$ cat src/rtl/rrca_pkg.sv
// shared types and constants of the reorder receiver
`default_nettype none

package rrca_pkg;

  // field widths of the packet and result words
  localparam int ID_W     = 31;
  localparam int LEN_W    = 12;
  localparam int HANDLE_W = 16;
  localparam int KIND_W   = 2;

  // result kinds
  typedef enum logic [KIND_W-1:0] {
    KIND_ACK     = 2'd0,
    KIND_DELIVER = 2'd1,
    KIND_FINISH  = 2'd2
  } kind_t;

  // one window slot as held in the slot memory
  typedef struct packed {
    logic                valid;
    logic [LEN_W-1:0]    len;
    logic [HANDLE_W-1:0] handle;
  } slot_entry_t;

  // receiver control states
  typedef enum logic [3:0] {
    S_CLEAR,
    S_IDLE,
    S_MOD,
    S_STORE_RD,
    S_STORE_WR,
    S_SCAN_RD,
    S_SCAN_CHK,
    S_EMIT_ACK,
    S_DLV_FIRST,
    S_DLV_RD,
    S_DLV_OUT,
    S_EMIT_FIN
  } state_t;

endpackage

`default_nettype wire

$ cat src/rtl/rrca_if.sv
// valid/ready channels for packet descriptor and result words
`default_nettype none

interface rrca_in_if import rrca_pkg::*; ();
  logic                valid;
  logic                ready;
  logic [ID_W-1:0]     packet_id;
  logic [LEN_W-1:0]    payload_length;
  logic [HANDLE_W-1:0] buffer_handle;
  logic                empty_datagram;

  modport source (
    output valid, packet_id, payload_length, buffer_handle, empty_datagram,
    input  ready
  );
  modport sink (
    input  valid, packet_id, payload_length, buffer_handle, empty_datagram,
    output ready
  );
endinterface

interface rrca_out_if import rrca_pkg::*; ();
  logic                valid;
  logic                ready;
  logic [KIND_W-1:0]   kind;
  logic [ID_W-1:0]     ack_number;
  logic [LEN_W-1:0]    out_length;
  logic [HANDLE_W-1:0] out_handle;
  logic                last;

  modport source (
    output valid, kind, ack_number, out_length, out_handle, last,
    input  ready
  );
  modport sink (
    input  valid, kind, ack_number, out_length, out_handle, last,
    output ready
  );
endinterface

`default_nettype wire

$ cat src/rtl/rrca_mod_unit.sv
// slot index of an arriving sequence number inside the receive window
`default_nettype none

module rrca_mod_unit import rrca_pkg::*; #(
  parameter int WINDOW = 32
) (
  input  wire logic                      clk,
  input  wire logic                      rst,
  input  wire logic                      start,
  input  wire logic [ID_W-1:0]           value,
  input  wire logic [ID_W-1:0]           offset,
  input  wire logic [$clog2(WINDOW)-1:0] base,
  output logic                           done,
  output logic [$clog2(WINDOW)-1:0]      rem
);

  localparam int RW = $clog2(WINDOW);
  localparam logic [RW:0] WIN_SIZE = (RW + 1)'(WINDOW);

  logic [RW:0]   sum;
  logic [RW:0]   diff;
  logic [RW-1:0] rem_next;

  // slot of the cumulative ack stepped forward by the offset, at most one wrap
  // only meaningful for an offset of 1 to WINDOW
  always_comb begin
    sum  = {1'b0, base} + offset[RW:0];
    diff = sum - WIN_SIZE;
    if (value < offset) begin
      // number wrapped past zero, so it is below WINDOW and is its own slot
      rem_next = value[RW-1:0];
    end else if (sum >= WIN_SIZE) begin
      rem_next = diff[RW-1:0];
    end else begin
      rem_next = sum[RW-1:0];
    end
  end

  // result valid the cycle after start
  always_ff @(posedge clk) begin
    if (rst) begin
      done <= 1'b0;
    end else begin
      done <= start;
    end
  end

  // registered slot index
  always_ff @(posedge clk) begin
    if (start) begin
      rem <= rem_next;
    end
  end

endmodule

`default_nettype wire

$ cat src/rtl/reorder_receiver_cumulative_ack_top.sv
// reorder receiver with cumulative ack: window slot memory and control
//
// Takes one packet descriptor at a time and answers with an ack word, a
// finish word, or an ack followed by the in-order run of delivered packets.
// All window slots live in one memory with a registered read, so each slot
// visit is a read state followed by a state that uses the read data. The
// slot of a packet is derived from the slot of the cumulative ack and the
// packet's offset from it. After reset a clearing pass empties the slots
// before the first packet is taken. Per packet: a packet after finish is
// taken and ignored, a finish, a dropped or a stored packet answers with one
// word, and an expected packet that releases a run of r packets answers with
// r + 1 words; the result side can stall any word.
`default_nettype none

module reorder_receiver_cumulative_ack_top import rrca_pkg::*; #(
  parameter int WINDOW      = 32,
  parameter int MAX_PAYLOAD = 2048
) (
  input  wire logic  clk,
  input  wire logic  rst,
  rrca_in_if.sink    pkt,
  rrca_out_if.source result
);

  localparam int RW   = $clog2(WINDOW);
  localparam int RUNW = $clog2(WINDOW + 1);
  localparam logic [15:0] MAX_LEN = 16'(MAX_PAYLOAD);

  // slot memory
  slot_entry_t mem [WINDOW];
  slot_entry_t rd_data;
  logic        mem_re;
  logic        mem_we;
  logic [RW-1:0] mem_raddr;
  logic [RW-1:0] mem_waddr;
  slot_entry_t   mem_wdata;

  // control and packet registers
  state_t              state, state_next;
  logic [ID_W-1:0]     lio, lio_next;
  logic [RW-1:0]       lio_slot, lio_slot_next;
  logic                finished, finished_next;
  logic [ID_W-1:0]     pid, pid_next;
  logic [LEN_W-1:0]    len_r, len_next;
  logic [HANDLE_W-1:0] handle_r, handle_next;
  logic                off_one, off_one_next;
  logic                off_win, off_win_next;
  logic [RW-1:0]       pid_slot, pid_slot_next;
  logic [RW-1:0]       cur_slot, cur_slot_next;
  logic [ID_W-1:0]     cur_num, cur_num_next;
  logic [RUNW-1:0]     run, run_next;
  logic [RUNW-1:0]     cnt, cnt_next;
  logic [RW-1:0]       clr_addr, clr_addr_next;

  // output register
  logic                out_valid, out_valid_next;
  logic [KIND_W-1:0]   out_kind, out_kind_next;
  logic [ID_W-1:0]     out_ack, out_ack_next;
  logic [LEN_W-1:0]    out_len, out_len_next;
  logic [HANDLE_W-1:0] out_handle, out_handle_next;
  logic                out_last, out_last_next;
  logic                out_free;

  // remainder unit
  logic          mod_start;
  logic          mod_done;
  logic [RW-1:0] mod_rem;

  // packet classification at accept
  logic [ID_W-1:0]  offset;
  logic [LEN_W-1:0] len_clamped;

  rrca_mod_unit #(
    .WINDOW (WINDOW)
  ) u_mod (
    .clk    (clk),
    .rst    (rst),
    .start  (mod_start),
    .value  (pid_next),
    .offset (offset),
    .base   (lio_slot),
    .done   (mod_done),
    .rem    (mod_rem)
  );

  // slot that follows, restarting at zero when the number wraps
  function automatic logic [RW-1:0] next_slot(input logic [RW-1:0] slot,
                                              input logic [ID_W-1:0] num_next);
    logic [RW-1:0] res;
    if (num_next == '0) begin
      res = '0;
    end else if (slot == RW'(WINDOW - 1)) begin
      res = '0;
    end else begin
      res = slot + 1'b1;
    end
    return res;
  endfunction

  assign offset      = pkt.packet_id - lio;
  assign len_clamped = ({4'b0, pkt.payload_length} > MAX_LEN) ? MAX_LEN[LEN_W-1:0]
                                                               : pkt.payload_length;
  assign out_free    = !out_valid || result.ready;

  assign pkt.ready         = (state == S_IDLE);
  assign result.valid      = out_valid;
  assign result.kind       = out_kind;
  assign result.ack_number = out_ack;
  assign result.out_length = out_len;
  assign result.out_handle = out_handle;
  assign result.last       = out_last;

  // next state and datapath control
  always_comb begin
    state_next      = state;
    lio_next        = lio;
    lio_slot_next   = lio_slot;
    finished_next   = finished;
    pid_next        = pid;
    len_next        = len_r;
    handle_next     = handle_r;
    off_one_next    = off_one;
    off_win_next    = off_win;
    pid_slot_next   = pid_slot;
    cur_slot_next   = cur_slot;
    cur_num_next    = cur_num;
    run_next        = run;
    cnt_next        = cnt;
    clr_addr_next   = clr_addr;
    out_valid_next  = out_valid && !result.ready;
    out_kind_next   = out_kind;
    out_ack_next    = out_ack;
    out_len_next    = out_len;
    out_handle_next = out_handle;
    out_last_next   = out_last;
    mem_re          = 1'b0;
    mem_we          = 1'b0;
    mem_raddr       = cur_slot;
    mem_waddr       = cur_slot;
    mem_wdata       = '0;
    mod_start       = 1'b0;

    unique case (state)
      S_CLEAR: begin
        mem_we    = 1'b1;
        mem_waddr = clr_addr;
        if (clr_addr == RW'(WINDOW - 1)) begin
          state_next = S_IDLE;
        end else begin
          clr_addr_next = clr_addr + 1'b1;
        end
      end

      S_IDLE: begin
        if (pkt.valid && !finished) begin
          if (pkt.empty_datagram || pkt.packet_id == '0) begin
            finished_next = 1'b1;
            state_next    = S_EMIT_FIN;
          end else begin
            pid_next     = pkt.packet_id;
            len_next     = len_clamped;
            handle_next  = pkt.buffer_handle;
            off_one_next = (offset == ID_W'(1));
            off_win_next = (offset >= ID_W'(2)) && (offset <= ID_W'(WINDOW));
            mod_start    = 1'b1;
            state_next   = S_MOD;
          end
        end
      end

      S_MOD: begin
        if (mod_done) begin
          pid_slot_next = mod_rem;
          if (off_one) begin
            lio_next      = pid;
            lio_slot_next = mod_rem;
            run_next      = RUNW'(1);
            cur_num_next  = pid + 1'b1;
            cur_slot_next = next_slot(mod_rem, pid + 1'b1);
            state_next    = S_SCAN_RD;
          end else if (off_win) begin
            state_next = S_STORE_RD;
          end else begin
            state_next = S_EMIT_ACK;
          end
        end
      end

      S_STORE_RD: begin
        mem_re     = 1'b1;
        mem_raddr  = pid_slot;
        state_next = S_STORE_WR;
      end

      S_STORE_WR: begin
        // a duplicate keeps the first copy
        if (!rd_data.valid) begin
          mem_we           = 1'b1;
          mem_waddr        = pid_slot;
          mem_wdata.valid  = 1'b1;
          mem_wdata.len    = len_r;
          mem_wdata.handle = handle_r;
        end
        state_next = S_EMIT_ACK;
      end

      S_SCAN_RD: begin
        mem_re     = 1'b1;
        state_next = S_SCAN_CHK;
      end

      S_SCAN_CHK: begin
        // the expected packet's own slot counts as already released
        if (rd_data.valid && cur_slot != pid_slot) begin
          lio_next      = cur_num;
          lio_slot_next = cur_slot;
          run_next      = run + 1'b1;
          cur_num_next  = cur_num + 1'b1;
          cur_slot_next = next_slot(cur_slot, cur_num + 1'b1);
          if ((run + 1'b1) < RUNW'(WINDOW)) begin
            state_next = S_SCAN_RD;
          end else begin
            state_next = S_EMIT_ACK;
          end
        end else begin
          state_next = S_EMIT_ACK;
        end
      end

      S_EMIT_ACK: begin
        if (out_free) begin
          out_valid_next  = 1'b1;
          out_kind_next   = KIND_ACK;
          out_ack_next    = lio;
          out_len_next    = '0;
          out_handle_next = '0;
          out_last_next   = !off_one;
          state_next      = off_one ? S_DLV_FIRST : S_IDLE;
        end
      end

      S_DLV_FIRST: begin
        if (out_free) begin
          out_valid_next  = 1'b1;
          out_kind_next   = KIND_DELIVER;
          out_ack_next    = pid;
          out_len_next    = len_r;
          out_handle_next = handle_r;
          out_last_next   = (run == RUNW'(1));
          mem_we          = 1'b1;
          mem_waddr       = pid_slot;
          cur_num_next    = pid + 1'b1;
          cur_slot_next   = next_slot(pid_slot, pid + 1'b1);
          cnt_next        = RUNW'(1);
          state_next      = (run == RUNW'(1)) ? S_IDLE : S_DLV_RD;
        end
      end

      S_DLV_RD: begin
        mem_re     = 1'b1;
        state_next = S_DLV_OUT;
      end

      S_DLV_OUT: begin
        if (out_free) begin
          out_valid_next   = 1'b1;
          out_kind_next    = KIND_DELIVER;
          out_ack_next     = cur_num;
          out_len_next     = rd_data.len;
          out_handle_next  = rd_data.handle;
          out_last_next    = ((cnt + 1'b1) == run);
          // release clears only the valid bit, the descriptor stays
          mem_we           = 1'b1;
          mem_wdata.len    = rd_data.len;
          mem_wdata.handle = rd_data.handle;
          cur_num_next     = cur_num + 1'b1;
          cur_slot_next    = next_slot(cur_slot, cur_num + 1'b1);
          cnt_next         = cnt + 1'b1;
          state_next       = ((cnt + 1'b1) == run) ? S_IDLE : S_DLV_RD;
        end
      end

      S_EMIT_FIN: begin
        if (out_free) begin
          out_valid_next  = 1'b1;
          out_kind_next   = KIND_FINISH;
          out_ack_next    = lio;
          out_len_next    = '0;
          out_handle_next = '0;
          out_last_next   = 1'b1;
          state_next      = S_IDLE;
        end
      end

      default: begin
        state_next = S_IDLE;
      end
    endcase
  end

  // control registers
  always_ff @(posedge clk) begin
    if (rst) begin
      state     <= S_CLEAR;
      lio       <= '0;
      lio_slot  <= '0;
      finished  <= 1'b0;
      clr_addr  <= '0;
      out_valid <= 1'b0;
    end else begin
      state     <= state_next;
      lio       <= lio_next;
      lio_slot  <= lio_slot_next;
      finished  <= finished_next;
      clr_addr  <= clr_addr_next;
      out_valid <= out_valid_next;
    end
  end

  // packet and result word registers
  always_ff @(posedge clk) begin
    pid        <= pid_next;
    len_r      <= len_next;
    handle_r   <= handle_next;
    off_one    <= off_one_next;
    off_win    <= off_win_next;
    pid_slot   <= pid_slot_next;
    cur_slot   <= cur_slot_next;
    cur_num    <= cur_num_next;
    run        <= run_next;
    cnt        <= cnt_next;
    out_kind   <= out_kind_next;
    out_ack    <= out_ack_next;
    out_len    <= out_len_next;
    out_handle <= out_handle_next;
    out_last   <= out_last_next;
  end

  // slot memory write port
  always_ff @(posedge clk) begin
    if (mem_we) begin
      mem[mem_waddr] <= mem_wdata;
    end
  end

  // slot memory read port, data held until the next read
  always_ff @(posedge clk) begin
    if (mem_re) begin
      rd_data <= mem[mem_raddr];
    end
  end

endmodule

`default_nettype wire

$ cat src/flat_wrapper.sv
// flat-port wrapper written by rule: the top's interface ports become plain ports
module reorder_receiver_cumulative_ack_top_flat import rrca_pkg::*;
#(
  parameter int WINDOW      = 32,
  parameter int MAX_PAYLOAD = 2048
)
  (clk, rst, pkt_valid, pkt_packet_id, pkt_payload_length, pkt_buffer_handle, pkt_empty_datagram, pkt_ready, result_valid, result_kind, result_ack_number, result_out_length, result_out_handle, result_last, result_ready);
  rrca_in_if pkt_i ();
  rrca_out_if result_i ();
  input  wire logic clk;
  input  wire logic rst;
  input wire logic [$bits(pkt_i.valid)-1:0] pkt_valid;
  input wire logic [$bits(pkt_i.packet_id)-1:0] pkt_packet_id;
  input wire logic [$bits(pkt_i.payload_length)-1:0] pkt_payload_length;
  input wire logic [$bits(pkt_i.buffer_handle)-1:0] pkt_buffer_handle;
  input wire logic [$bits(pkt_i.empty_datagram)-1:0] pkt_empty_datagram;
  output wire logic [$bits(pkt_i.ready)-1:0] pkt_ready;
  output wire logic [$bits(result_i.valid)-1:0] result_valid;
  output wire logic [$bits(result_i.kind)-1:0] result_kind;
  output wire logic [$bits(result_i.ack_number)-1:0] result_ack_number;
  output wire logic [$bits(result_i.out_length)-1:0] result_out_length;
  output wire logic [$bits(result_i.out_handle)-1:0] result_out_handle;
  output wire logic [$bits(result_i.last)-1:0] result_last;
  input wire logic [$bits(result_i.ready)-1:0] result_ready;
  assign pkt_i.valid = pkt_valid;
  assign pkt_i.packet_id = pkt_packet_id;
  assign pkt_i.payload_length = pkt_payload_length;
  assign pkt_i.buffer_handle = pkt_buffer_handle;
  assign pkt_i.empty_datagram = pkt_empty_datagram;
  assign pkt_ready = pkt_i.ready;
  assign result_valid = result_i.valid;
  assign result_kind = result_i.kind;
  assign result_ack_number = result_i.ack_number;
  assign result_out_length = result_i.out_length;
  assign result_out_handle = result_i.out_handle;
  assign result_last = result_i.last;
  assign result_i.ready = result_ready;
  reorder_receiver_cumulative_ack_top #(.WINDOW(WINDOW), .MAX_PAYLOAD(MAX_PAYLOAD)) u_core (.clk(clk), .rst(rst), .pkt(pkt_i), .result(result_i));
endmodule
$ cat config.mk
export PLATFORM = sky130hd
export DESIGN_NAME = reorder_receiver_cumulative_ack_top_flat
export DESIGN_NICKNAME = d
export VERILOG_FILES = /design/src/rtl/rrca_pkg.sv /design/src/rtl/rrca_if.sv /design/src/rtl/rrca_mod_unit.sv /design/src/rtl/reorder_receiver_cumulative_ack_top.sv /design/src/flat_wrapper.sv
export SDC_FILE = /design/constraint.sdc
export NUM_CORES = 2
export LEC_CHECK = 0
export ABC_AREA = 1
export BUFFER_PORTS_ARGS = -buffer_cell sky130_fd_sc_hd__buf_2
export CORE_MARGIN = 2
export CORE_UTILIZATION = 45
export CTS_BUF_LIST = sky130_fd_sc_hd__clkbuf_4 sky130_fd_sc_hd__clkbuf_8 sky130_fd_sc_hd__clkbuf_16
export DETAILED_ROUTE_END_ITERATION = 10
export MAX_ROUTING_LAYER = met4
export PLACE_DENSITY = 0.71
export SLEW_MARGIN = 20
export SYNTH_ARGS = -nofsm -noshare
export SYNTH_HDL_FRONTEND = slang
export SYNTH_HIERARCHICAL = 1
export SYNTH_SLANG_ARGS = --single-unit
$ cat constraint.sdc
create_clock -name clk -period 6.4 [get_ports clk]
set_input_delay 0.96 -clock clk [delete_from_list [all_inputs] [get_ports clk]]
set_output_delay 0.96 -clock clk [all_outputs]
set_load 0.005 [all_outputs]
=== Yosys cells after proc, flatten, opt, wreduce, memory -nomap -nowiden ===
Memory sizes are Yosys's and may differ from the RTL's. A register that Yosys moved wholly into a read port is not among the register bits.
Cells that the tools add are included.

* Register bits: 229
* Bits of input ports: 64
* Output and inout port bits: 64
* Memories kept: 1
* Memory bits (writable): 928
* Logic and storage cells: 202

{| class="wikitable"
|+ Memories
! name !! depth !! bits a word !! read ports !! clocked after memory_dff !! write ports !! line !! text
|-
| u_core.mem || 32 || 29 || 1 || 1 || 1 || reorder_receiver_cumulative_ack_top.sv:30 || <nowiki>slot_entry_t mem [WINDOW];</nowiki>
|}

* Reductions and logical operators: 35
* Bitwise logic cells: 2
* Add/sub/neg operators: 11
* Order comparisons: 6
* Equal/unequal tests: 30
* Muxes and demuxes: 94

{| class="wikitable"
|+ Operators with widths
! kind !! count
|-
| 31-bit two-way mux || 14
|-
| 31-bit case mux with 4 select lines || 1
|-
| 5-bit two-way mux || 19
|-
| 31-bit zero test || 3
|-
| 31-bit case mux with 3 select lines || 1
|-
| 31-bit by 1-bit adder with 31-bit output (second input constant) || 2
|-
| 31-bit case mux with 2 select lines || 1
|-
| 28-bit case mux with 2 select lines || 1
|-
| 16-bit two-way mux || 3
|-
| 4-bit two-way mux || 12
|-
| 16-bit case mux with 3 select lines || 1
|-
| 4-bit case mux with 12 select lines || 1
|-
| 12-bit two-way mux || 3
|-
| 12-bit case mux with 3 select lines || 1
|-
| 31-bit by 1-bit == test with 1-bit output (second input constant) || 1
|-
| 31-bit by 2-bit greater-or-equal comparator with 1-bit output (second input constant) || 1
|-
| 31-bit by 6-bit less-or-equal comparator with 1-bit output (second input constant) || 1
|-
| 31-bit less-than comparator || 1
|-
| 31-bit subtractor || 1
|-
| 6-bit two-way mux || 5
|-
| 29-bit two-way mux || 1
|-
| 28-bit two-way mux || 1
|-
| 6-bit case mux with 2 select lines || 2
|-
| 5-bit by 1-bit adder with 5-bit output (second input constant) || 4
|-
| other kinds (42) || 97
|}

=== Depth between registers and ports, before layout ===
* Depth after elaboration: 7
* Mapped depth: 26
* Gate-level depth less buffers: 26

=== Hierarchy ===
The synthesis kept the hierarchy.

{| class="wikitable"
|+ By module, submodules not included
! module !! cells each !! times used !! area an instance (um^2)
|-
| reorder_receiver_cumulative_ack_top || 4682 || 1 || 51753.4
|-
| rrca_mod_unit || 189 || 1 || 1283.7
|}

=== Worst setup path after synthesis ===
OpenSTA, ideal clock, no wires.

* Kind: input -> register
* Start point: input port result_ready
* End point: register u_core.out_ack[0] (netlist: u_core/result.ack_number[0]), enable pin
* Stages on the path: 3
* Setup slack: 1.785 ns
* Data arrival time: 4.120 ns
* Library setup time: 0.495 ns
* Cell sequence: nor2_2 -> clkbuf_1 -> a21oi_1

* Cells in the longest elaborated chain, start to end: 3
* Elaborated cells between the ends (all ways): 5
* Those cells by class: eq/ne: 3; reduce/logical: 2

{| class="wikitable"
|+ RTL lines
! item !! line !! text
|-
| from (decl) || flat_wrapper.sv:24 || <nowiki>input wire logic [$bits(result_i.ready)-1:0] result_ready;</nowiki>
|-
| 1-bit logical OR (*) || reorder_receiver_cumulative_ack_top.sv:103 || <nowiki>assign out_free = !out_valid || result.ready;</nowiki>
|-
| 2-bit by 1-bit != test with 1-bit output (no line) || - ||
|-
| 4-bit AND reduction (no line) (*) || - ||
|-
| to (signal assigned) || reorder_receiver_cumulative_ack_top.sv:333 || <nowiki>out_ack <= out_ack_next;</nowiki>
|-
| to (decl) || reorder_receiver_cumulative_ack_top.sv:58 || <nowiki>logic [ID_W-1:0] out_ack, out_ack_next;</nowiki>
|}

Mark *: on every way between the ends. The rest lies on a longest branch, timed or not.
A chain may end at the register's enable or synchronous reset.

=== Worst setup path in the final report ===
* Start point: register u_core.state[0]
* End point: register u_core.u_mod.rem[4], data pin

* Cells in the longest elaborated chain, start to end: 4

{| class="wikitable"
|+ RTL lines
! item !! line !! text
|-
| from (decl) || reorder_receiver_cumulative_ack_top.sv:39 || <nowiki>state_t state, state_next;</nowiki>
|-
| from (signal assigned) || reorder_receiver_cumulative_ack_top.sv:311 || <nowiki>state <= state_next;</nowiki>
|-
| 4-bit by 1-bit == test with 1-bit output (*) || reorder_receiver_cumulative_ack_top.sv:143 || <nowiki>unique case (state)</nowiki>
|-
| 31-bit two-way mux (*) || reorder_receiver_cumulative_ack_top.sv:143 ||
|-
| named net u_core.pid_next[4] || reorder_receiver_cumulative_ack_top.sv:43 || <nowiki>logic [ID_W-1:0] pid, pid_next;</nowiki>
|-
| 31-bit less-than comparator || rrca_mod_unit.sv:29 || <nowiki>if (value < offset) begin</nowiki>
|-
| 5-bit two-way mux (*) || rrca_mod_unit.sv:29 ||
|-
| named net u_core.u_mod.rem_next[4] || rrca_mod_unit.sv:22 || <nowiki>logic [RW-1:0] rem_next;</nowiki>
|-
| to (signal assigned) || rrca_mod_unit.sv:51 || <nowiki>rem <= rem_next;</nowiki>
|-
| to (decl) || rrca_mod_unit.sv:14 || <nowiki>output logic [$clog2(WINDOW)-1:0] rem</nowiki>
|}

Mark *: on every way through the listed nets, which the timed path passes. The rest lies on a longest branch.

==> metrics.md <==
| Metric | Value |
|---|---|
| Largest net degree at the start of global routing | around 210 |
| Crit-path max cell delay | between 700 and 800 ps |
| Post-Synthesis Net Count | roughly 5k |
| Crit start category | register |
| Commonest non-fill, non-tap cell in the layout | edfxtp_1 |
| Slowest-stage cell, CP | inv_2 |
| Power share of the sequential group | ~54% |
| Overall power | around 0.016 W |
| WP data arrival | 4920 ps |
| Synth-to-layout area growth | 12.55% |
| Skew-Pair Late Insertion Delay | between 700 and 800 ps |
| Core area | 0.1165 mm^2 |
| DRC Markers | 0 |
| Setup TNS | 0 ps |
| Synthesized flop and latch total | around 1.2k |
| DIE HEIGHT | approximately 350 um |
| Die Wd | 347.3 um |
| RSZ-0062 raised after global routing | false |
| Buffers on Ports | 127 |
| Global-route wire length before repair | between 200 and 250 mm |
| Final #Nets | slightly above 5k |
| Post-route insts no fill | about 6.6k |
| Reg clk slew, reported paths | approximately 60 ps |
| DR WL/cell | 24.08 um |
| Setup CP Type | reg -> reg |
| Multi-input gate area | between 0.015 and 0.02 mm^2 |
| Grt ovf | 0 |
| Gpl congestion | approximately 0.99 |
| Placement Setup Slack | between 1500 and 2000 ps |
| Ratio of cells with drive above 1 in the final layout | approximately a tenth |
| Slew @ Worst Pin | 1155 ps |
| Initial antenna violation count | 2 |
| Fin util | 51.23% |
| Net Sw Frac | between 20 and 25% |
| Post-route clock skew | about 70 ps |
| Internal | roughly 0.012 W |
| Leak | slightly above 20 nW |
| Power Density | between 200 and 300 mW/mm^2 |
| Most frequent cells in the layout | 1107 x edfxtp_1, 775 x nand2_1, 658 x nor2_1 |
| Max cap viols | 0 |
| Peak VDD IR | roughly 0.25 mV |
| H-tree depth | 3 |
| Post-synth EDFFs | around 1.1k |
| Syn avg cell area | 10.89 um^2 |
| Psw | between 0.003 and 0.004 W |
| CP dominant cell by count | nand2_1 |
| Final Cycle Share | between 70% and 80% |
| Fmax | approximately 0.22 GHz |
| Final worst slack | about 1900 ps |
| Cell Rows | 125 |
| Placed Instances | ~6.4k |
| Reg2reg setup slack | 1920 ps |
| Part of the Yosys area used for sequential elements | 65.66% |
| Share of power burned in the clock network | between 40 and 50% |
| Vias | about 39k |
| Post-DRT Antenna Nets | 0 |
| Minimum clock period | about 4500 ps |
| Clk root buf | clkbuf_16 |
| Hold bufs inserted after CTS | 0 |
| Final slew viol count | 0 |
| Critical-path cell list | inv_1 > nor2_1 > inv_1 > nor3_1 > nand2_1 > inv_2 > o21ai_0 > ha_1 > nand2_1 > nand2_1 > a21oi_1 > nand2_1 > nand2_1 > nand2_2 > nand2_4 > nand2_4 > nand2_1 > nand2_1 |
| Resized cells post-CTS | 0 |
| Clock net sink count | 1186 |
| Synth async-reset ratio | 0% |
| Worst Path Required | just under 7000 ps |
| Total GRT Usage | between 20% and 30% |
| Worst path bufs/invs | 3 |
| Post-DP HPWL | a little under 100 mm |
| Rel. slew slack | around 23% |
| Comb pwr share | 2.6% |
| Status | finished, final reports clean |
| Total die area | 0.1206 mm^2 |
| Via count of the first global-routing pass | about 37k |
| Final Setup Violations | 0 |
| Total wire length | 158.2 mm |
| Critical path's top delay family | simple AND/OR/NAND/NOR gates |
| Syn Inst Count | a little under 5k |
| Mapped Area | 0.05304 mm^2 |
| First-pass detailed-route iteration total | 6 |
| Main synth FF type | edfxtp_1 |
| Warnings from Yosys | 6 |
| Top Ports | roughly 130 |
| Min-delay worst type | in -> reg |
| Iter 0 DRT Violations | roughly 5k |
| Setup Buffers After CTS | 0 |
| Initial Util | a little under half |
| Reg area | roughly 0.035 mm^2 |
| Layout fillers | roughly 10k |
| Worst-path fanout max | 42 |
| CTS Buf Count | 113 |
| DR vias/cell | around 5.9 |
| Bufs on Longest Clock Path | 3 |
| Critical path endpoint category | register |
| CTS tree | done |
| Final-report hold violation count | 0 |
| Unique masters post-synth | between 50 and 60 |
flip-flops by register name, indices dropped and copies added (netlist names), 4 cells and up:
| signal | cells |
|---|---|
| u_core/result.out_handle | 16 |
| u_core/mem | 928 |
| u_core/handle_r | 16 |
| u_core/pid | 31 |
| u_core/run | 6 |
| u_core/u_mod/rem | 5 |
| u_core/pid_slot | 5 |
| u_core/cnt | 6 |
| u_core/cur_slot | 5 |
| u_core/len_r | 12 |
| u_core/result.out_length | 12 |
| u_core/state | 4 |
| u_core/lio_slot | 5 |
| u_core/lio | 31 |
| u_core/cur_num | 31 |
| u_core/clr_addr | 5 |
| u_core/rd_data | 29 |
| u_core/result.ack_number | 31 |
Yosys cell counts (45+ instances only):
library cell / number / area, um^2
a21oi_1: 89 / 445.4
buf_2: 111 / 555.5
clkbuf_1: 98 / 367.9
dfxtp_1: 79 / 1582
edfxtp_1: 1107 / 33240
ha_1: 77 / 963.4
inv_1: 401 / 1505
nand2_1: 778 / 2920
nand3_1: 227 / 1136
nor2_1: 691 / 2594
nor3_1: 45 / 225.2
o21ai_0: 518 / 2592
o21ai_1: 97 / 485.5
o221ai_1: 237 / 2076
xor2_1: 48 / 420.4
per-stage QoR:
step / hold slack [ps] / cell area [um^2]
CTS: 362.4 / 59530
floorplan: 435.4 / 53040
detailed placement: 458.6 / 55800
global placement: 442.7 / 55600
finish: 398.6 / 59690
global route: 368.6 / 59690
worst reg2reg max path, stage by stage (launching register included):
cell and delay, ps:
dfxtp_1 540, inv_1 90, nor2_1 150, inv_1 150
nor3_1 440, nand2_1 620, inv_2 730, o21ai_0 380
ha_1 390, nand2_1 60, nand2_1 40, a21oi_1 110
nand2_1 70, nand2_1 70, nand2_2 80, nand2_4 110
nand2_4 70, nand2_1 80, nand2_1 60
layout make-up:
cell class / instances / area share (%)
flip-flops and latches: 1186 / 58.34
clock inverters: 62 / 0.9558
well taps: 1524 / 3.194
multi-input cells: 3020 / 26.85
clock buffers: 151 / 5.295
diodes: 1 / 0.004192
repair buffers: 214 / 2.750
inverters: 411 / 2.610
worst paths after layout:
| path | depth (start not counted) | end | startpoint |
|---|---|---|---|
| setup / recovery | 18 | u_core/u_mod/rem[4] | u_core/state[0] |
| hold / removal | 1 | u_core/handle_r[15] | pkt_buffer_handle[15] |
| hold reg to reg | 2 | u_core/finished | u_core/finished |
| setup reg to reg | 18 | u_core/u_mod/rem[4] | u_core/state[0] |
power by group through the flow:
stage	Clock, W	Sequential [W]	Combinational (W)
global route	0.00706	0.00842	0.000444
global placement	0	0.00859	0.000377
floorplan	0	0.00859	0.000229
detailed placement	0	0.00859	0.000385
CTS	0.00675	0.00842	0.000387
finish	0.00669	0.00842	0.000407
cells by family (layout without fill, tap and decap cells):
family | after synthesis | count (layout) | synth area share, %
AND/OR/NAND/NOR | 1825 | 1825 | 14.07
flip-flops | 1186 | 1186 | 65.66
AO/OA/AOI/OAI | 1053 | 1053 | 12.19
buffers and inverters | 665 | 838 | 5.136
adder cells (fa/ha/maj) | 79 | 79 | 1.892
XOR/XNOR | 61 | 61 | 1.007
multiplexers | 2 | 2 | 0.03775
other | 0 | 1 | 0
per-layer routing:
layer	track usage, %	up-vias	part of all wire, %
met5	-	-	0
met4	10.55	0	4.2
met3	4.382	342	9.1
met2	42.06	2055	48
met1	33.56	18900	39
li1	-	17540	-
No activity file was read; power rests on OpenSTA's default activity.
